`src/hw/rtl/rspp_div.sv`:
```
// Iterative restoring divider: 35-bit dividend by 32-bit divisor, one bit a cycle.
module rspp_div (
    input  logic        i_clk,
    input  logic        i_rst_n,
    input  logic        i_start,
    input  logic [34:0] i_num,
    input  logic [31:0] i_den,
    output logic        o_done,
    output logic [34:0] o_quot
);
    logic [5:0]  r_cnt;
    logic        r_busy;
    logic [34:0] r_q;
    logic [32:0] r_rem;
    logic [31:0] r_den;
    logic [32:0] w_sh;
    logic [33:0] w_diff;

    assign w_sh   = {r_rem[31:0], r_q[34]};
    assign w_diff = {1'b0, w_sh} - {2'b0, r_den};
    assign o_quot = r_q;

    always_ff @(posedge i_clk) begin
        if (!i_rst_n) begin
            r_busy <= 1'b0;
            r_cnt  <= '0;
            o_done <= 1'b0;
        end else begin
            o_done <= 1'b0;
            if (i_start) begin
                r_busy <= 1'b1;
                r_cnt  <= 6'd35;
                r_q    <= i_num;
                r_rem  <= '0;
                r_den  <= i_den;
            end else if (r_busy) begin
                if (!w_diff[33]) begin
                    r_rem <= w_diff[32:0];
                    r_q   <= {r_q[33:0], 1'b1};
                end else begin
                    r_rem <= w_sh;
                    r_q   <= {r_q[33:0], 1'b0};
                end
                r_cnt <= r_cnt - 6'd1;
                if (r_cnt == 6'd1) begin
                    r_busy <= 1'b0;
                    o_done <= 1'b1;
                end
            end
        end
    end
endmodule

```
`config.mk`:
```
export PLATFORM = sky130hd
export DESIGN_NAME = rspp_div
export DESIGN_NICKNAME = d
export VERILOG_FILES = /design/src/hw/rtl/rspp_div.sv
export SDC_FILE = /design/constraint.sdc
export NUM_CORES = 1
export LEC_CHECK = 0
export BUFFER_PORTS_ARGS = -buffer_cell sky130_fd_sc_hd__buf_2
export CAP_MARGIN = 20
export CORE_ASPECT_RATIO = 2
export CORE_MARGIN = 2
export CORE_UTILIZATION = 25
export CTS_BUF_LIST = sky130_fd_sc_hd__clkbuf_2
export DETAILED_ROUTE_END_ITERATION = 7
export SYNTH_ARGS = -nofsm -noshare
export SYNTH_HDL_FRONTEND = slang
export SYNTH_SLANG_ARGS = --single-unit
```
`constraint.sdc`:
```
create_clock -name i_clk -period 9.45 [get_ports i_clk]
set_clock_uncertainty 0.05 [all_clocks]
set_input_delay 1.89 -clock i_clk [delete_from_list [all_inputs] [get_ports i_clk]]
set_output_delay 1.89 -clock i_clk [all_outputs]
set_load 0.01 [all_outputs]
```
==> results.cfg, run 1 <==
[run_status]
outcome = finished with violations
violations = design-rule violations

[final_layout]
nets = 742
drive_gt1_share_pct = 26.3
syn2layout_area_growth_pct = 16.1
layoutNonFillerInstCount = 927
post-route-util_pct = 29.5
fill_cells = 2472

[pwr]
intPower_mw = 0.747
p_sw_share_pct = 34.0
p_comb_share_pct = 28.7
fin_total_pwr_mw = 1.13
pwr-share-seq_pct = 52.0
leakagePower_nw = 2.79
ir_drop_uv = 45.4
p_clk_share_pct = 19.3
power.density_mw_per_mm2 = 164
p_switching_mw = 0.385

[synth]
synth_flop_cell = edfxtp_1
syn_area_mm2 = 0.00593
avgSynthCellArea_um2 = 11.1
ys_ff_latch = 107
synth_cells = 534
ys_warn_count = 0
ys_seq_area_share_pct = 52.8
ys_types = 54
async_flop_share_pct = 0
syn_nets = 639
synth_edf_count = 99

[floorplanning]
dieWidth_um = 113
die_height_um = 222
core-area_mm2 = 0.0233
ios = 106
start_util_pct = 25.4
dieArea_mm2 = 0.0251
rows = 79

[clock_network]
hold_buffers = 0
clk_path_buf_depth = 2
post_cts_buffers = 0
h-tree-depth = 3
clk_pin_slew_ns = 0.32
insertion_delay_ns = 0.70
clock_sinks = 107
cts_buffers = 9
post_cts_resized = 0
root_buffer = clkbuf_2
cts_tree = yes

[setup_path]
required_ns = 9.89
path_class = reg2reg
cp-start-kind = flop
crit_buf_inv = 1
critPathCaptureType = flop
critPathArrivalTime_ns = 3.91
cp_cell_sequence = ha_1 > nand4_2 > nor3_2 > nand2_1 > a211o_1 > o2111ai_2 > and2_1 > buf_4 > nor2_1 > a211oi_1
slowest_stage = and2_1
crit_family = simple AND/OR/NAND/NOR gates
cp_max_fo = 21
cp_slowest_stage_delay_ns = 0.62

[route]
dr.pass1.iters = 6
drt_iter0_markers = 214
vias_per_cell = 4.62
routed_wirelength_um = 14500
wl_per_cell_um = 15.6
num_vias = 4282
drcViolationCount = 1
drtAntennaViolNets = 0

[timing]
rsz0062_at_grt = false
period_share_pct = 36.7
hold_viol = 0
tightest_slew_ns = 0.952
post-route-min-period_ns = 3.47
drv_slew = 0
fin_tns_setup_ns = 0
final-setup-viol-count = 0
slew_headroom_pct = 36.5
fmax_mhz = 288

[place]
dp_hpwl_um = 10900
io_buffers = 105
place_inst = 909
place.gp.congestion = 0.840

[grt]
antenna_found_initial = 2
grt_start_max_net_pins = 69
overflow = 0
grtUsageTotal_pct = 11.8
grt_pass1_wl_um = 22700
grt_pass1_vias = 4528

[job]
drv_cap = 0

[min_path]
hold_path.class = reg2reg
[layout make-up]
| type | instances | area (um2) | share of cell area [%] |
|---|---|---|---|
| diodes | 2 | 5.00 | 0.0726 |
| clock inverters | 7 | 76.3 | 1.11 |
| clock buffers | 9 | 45.0 | 0.654 |
| well taps | 283 | 354 | 5.14 |
| inverters | 43 | 161 | 2.34 |
| flip-flops and latches | 107 | 3130 | 45.5 |
| repair buffers | 108 | 548 | 7.95 |
| multi-input cells | 368 | 2570 | 37.3 |
[worst paths after layout]
path               endpoint      start  cells past startpoint  slack (ns)
hold / removal       o_done     r_busy                      2        0.52
setup reg to reg  r_rem[14]  r_rem[23]                     10        5.98
setup / recovery  r_rem[14]  r_rem[23]                     10        5.98
hold reg to reg      o_done     r_busy                      2        0.52
[routing by layer]
metal / vias to the layer above / part of all wire [%] / track usage (%)
met1: 2024 / 35 / 10.7
met3: 25 / 2.4 / 2.08
met4: 0 / 3.3 / 6.14
met5: - / 0 / 0
met2: 67 / 60 / 23.7
li1: 2166 / - / -
[cells in the mapped netlist, types with 4 or more instances]
cell type | count | area, um2
buf_2 | 5 | 25.0
a211oi_1 | 9 | 67.6
nand2_1 | 63 | 236
and2_1 | 5 | 31.3
nor2_1 | 30 | 113
a21boi_0 | 4 | 30.0
o21ai_0 | 19 | 95.1
xnor2_1 | 16 | 140
or3_1 | 4 | 25.0
o31ai_1 | 5 | 37.5
clkbuf_1 | 5 | 18.8
buf_1 | 4 | 15.0
a21oi_1 | 48 | 240
nor3_1 | 6 | 30.0
edfxtp_1 | 99 | 2970
a21o_1 | 13 | 97.6
and3_1 | 4 | 25.0
nor4_1 | 4 | 25.0
inv_1 | 42 | 158
dfxtp_1 | 8 | 160
mux2_2 | 36 | 405
xor2_1 | 10 | 87.6
o21a_1 | 5 | 37.5
a31oi_1 | 5 | 31.3
nand3_1 | 6 | 30.0
ha_1 | 34 | 425
[cell usage in the layout (no fill, tap or decap), types with 5 or more instances in the layout]
| master | instances |
|---|---|
| xor2_1 | 10 |
| ha_1 | 34 |
| nor2_1 | 30 |
| o21ai_0 | 19 |
| dfxtp_1 | 8 |
| a21oi_1 | 48 |
| nor3_1 | 6 |
| nand2_1 | 63 |
| inv_1 | 42 |
| xnor2_1 | 16 |
| clkbuf_2 | 9 |
| a31oi_1 | 5 |
| buf_2 | 105 |
| o31ai_1 | 5 |
| edfxtp_1 | 99 |
| nand3_1 | 6 |
| a21o_1 | 13 |
| a211oi_1 | 9 |
| mux2_2 | 36 |
[power by group through the flow]
| stage | sequential, mW | clock (mW) | combinational [mW] |
|---|---|---|---|
| floorplan | 0.599 | 0 | 0.238 |
| global placement | 0.599 | 0 | 0.325 |
| detailed placement | 0.600 | 0 | 0.329 |
| CTS | 0.589 | 0.233 | 0.330 |
| global route | 0.593 | 0.246 | 0.366 |
| finish | 0.589 | 0.218 | 0.325 |
[registers in the layout, summed over array words and instances, names as in the netlist]
name and cells:
r_rem 32, r_cnt 6, r_busy 1, o_done 1, o_quot 35, r_den 32
[metrics by stage]
| stage | hold WS [ns] | setup WS (ns) | cell area, um2 |
|---|---|---|---|
| after detailed placement | 0.484 | 5.39 | 6770 |
| after global routing | 0.554 | 5.69 | 6890 |
| final | 0.518 | 5.98 | 6890 |
| after floorplan | 0.446 | 5.16 | 5930 |
| after CTS | 0.515 | 5.94 | 6890 |
| after global placement | 0.490 | 5.41 | 6770 |
[logic make-up after synthesis]
logic type | after synthesis | synth area share (%)
flip-flops | 107 | 52.8
XOR/XNOR | 26 | 3.84
AND/OR/NAND/NOR | 136 | 10.4
buffers and inverters | 59 | 3.96
AO/OA/AOI/OAI | 133 | 14.3
multiplexers | 38 | 7.17
adder cells (fa/ha/maj) | 35 | 7.51
[worst reg2reg max path: cells and delay by family (launching register included)]
kind	cells	cell delay, ns
flip-flops	1	0.49
AND/OR/NAND/NOR	5	1.24
AO/OA/AOI/OAI	3	0.68
adder cells (fa/ha/maj)	1	0.47
buffers and inverters	1	0.38
Note: power is estimated with default switching activity, not from simulation.
==> run 2: changes to the inputs <==
- clock period: 9.45 -> 3.5 ns (I/O delays scaled with it)
==> run 2 against run 1 <==
  * The flow still finishes with violations (design-rule violations)
  * Sequential cell count unchanged
  * Count of clock-buffer cells in the layout increased by 1
  * Non-clock buffer count rose by 4
  * Design area up 1.0%
  * Sequential share of layout area down 0.45 points
  * Die area unchanged
  * First-iteration DRC count is 28% lower
  * Routed wire length up 0.65%
  * Largest cell class unchanged
  * Clock power rose to 3.2 times the previous value
  * Critical endpoint is now r_rem[30]
  * Total power grew to 2.8 times the previous value
  * Register-to-register slack got worse by 5.7 ns
  * Sequential power increased to 2.7 times the previous value
==> results.cfg, run 2 (synthesis results as in run 1) <==
[grt]
grt_pass1_vias = 4550
overflow = 0
grt_pass1_wl_um = 22900
grt_start_max_net_pins = 68
grtUsageTotal_pct = 11.9
antenna_found_initial = 2

[timing]
slew_headroom_pct = 43.1
drv_slew = 0
hold_viol = 0
rsz0062_at_grt = false
tightest_slew_ns = 0.853
period_share_pct = 92.9
fmax_mhz = 308
post-route-min-period_ns = 3.25
final-setup-viol-count = 0
fin_tns_setup_ns = 0

[route]
wl_per_cell_um = 15.7
drt_iter0_markers = 155
num_vias = 4365
routed_wirelength_um = 14600
drtAntennaViolNets = 0
dr.pass1.iters = 7
vias_per_cell = 4.69
drcViolationCount = 1

[clock_network]
hold_buffers = 0
root_buffer = clkbuf_2
cts_buffers = 9
insertion_delay_ns = 0.68
h-tree-depth = 3
clock_sinks = 107
post_cts_buffers = 0
post_cts_resized = 0
clk_path_buf_depth = 2
cts_tree = yes
clk_pin_slew_ns = 0.31

[pwr]
leakagePower_nw = 2.83
ir_drop_uv = 196
power.density_mw_per_mm2 = 457

[floorplanning]
start_util_pct = 25.4
die_height_um = 222
ios = 106
dieWidth_um = 113
dieArea_mm2 = 0.0251
core-area_mm2 = 0.0233
rows = 79

[job]
drv_cap = 0

[setup_path]
cp_slowest_stage_delay_ns = 0.49
path_common_cell = inv_1
cp_max_fo = 5
required_ns = 3.94
cp-start-kind = flop
path_class = reg2reg
crit_family = compound AO/OA/AOI/OAI gates
cp_cell_sequence = inv_1 > ha_1 > inv_1 > fa_1 > a21o_1 > a221o_1 > a21oi_2 > a211oi_1 > o2111ai_1 > a311oi_1 > xnor2_1 > o21ai_1
critPathArrivalTime_ns = 3.69
crit_buf_inv = 2
critPathCaptureType = flop
slowest_stage = edfxtp_1

[final_layout]
final_common_cell = buf_2
final_cell_mix = buf_2, edfxtp_1, nand2_1, a21oi_1, inv_1
syn2layout_area_growth_pct = 17.3
fin_area_mm2 = 0.00696
drive_gt1_share_pct = 26.8
layoutNonFillerInstCount = 931
nets = 746
largest_reg_flops = 35

[run_status]
outcome = finished with violations
violations = design-rule violations

[place]
io_buffers = 105
placement.cell_area_mm2 = 0.00681
dp_hpwl_um = 11200
place_inst = 913
place.gp.congestion = 0.883

[min_path]
hold_path.class = in2reg
## run 2: cell count changes in the layout (fill, tap and decap cells not counted), sizes merged
cell,change
inv,-1
bufinv,+2
clkinv,-4
buf,+4
clkbuf,+1
clkinvlp,+2
## run 2: path summary, 6_finish.rpt
kind | from | end | slack (ns) | cells past startpoint
max | o_quot[34] | r_rem[30] | 0.25 | 12
min | i_den[2] | r_den[2] | 0.11 | 1
max reg2reg | o_quot[34] | r_rem[30] | 0.25 | 12
min reg2reg | r_busy | o_done | 0.52 | 2
## run 2: metal layers
layer / part of all wire (%) / track usage [%] / up-vias
met5: 0 / 0 / -
met4: 5.8 / 8.03 / 0
met3: 2.2 / 2.00 / 45
met2: 57 / 22.9 / 70
met1: 35 / 11.0 / 2071
li1: - / - / 2179
## run 2: power by group
part / internal, mW / total (mW) / switching [mW]
clock: 0.248 / 0.699 / 0.451
sequential: 1.53 / 1.59 / 0.0535
combinational: 0.376 / 0.896 / 0.520
## run 2: worst reg2reg max path, stage by stage, from the launching register on
cell and delay (ns):
edfxtp_1 0.49, inv_1 0.08, ha_1 0.17, inv_1 0.06, fa_1 0.40, a21o_1 0.21
a221o_1 0.36, a21oi_2 0.29, a211oi_1 0.14, o2111ai_1 0.35, a311oi_1 0.18, xnor2_1 0.19
o21ai_1 0.09
## run 2: cell type report
class / count / area (um2)
fillers: 2455 / 16400
flip-flops and latches: 107 / 3130
multi-input cells: 368 / 2570
repair buffers: 112 / 591
well taps: 283 / 354
inverters: 43 / 161
clock inverters: 6 / 97.6
clock buffers: 10 / 50.0
diodes: 2 / 5.00
## run 2: through the flow
step,power [mW],worst slack (ns),hold WS (ns),util (%)
after floorplan,2.26,0.401,0.446,-
after global placement,2.51,0.361,0.481,29.2
after detailed placement,2.52,0.283,0.491,29.2
after CTS,3.23,0.251,0.0358,29.8
after global routing,3.38,0.0387,0.0287,29.8
final,3.18,0.249,0.112,29.8
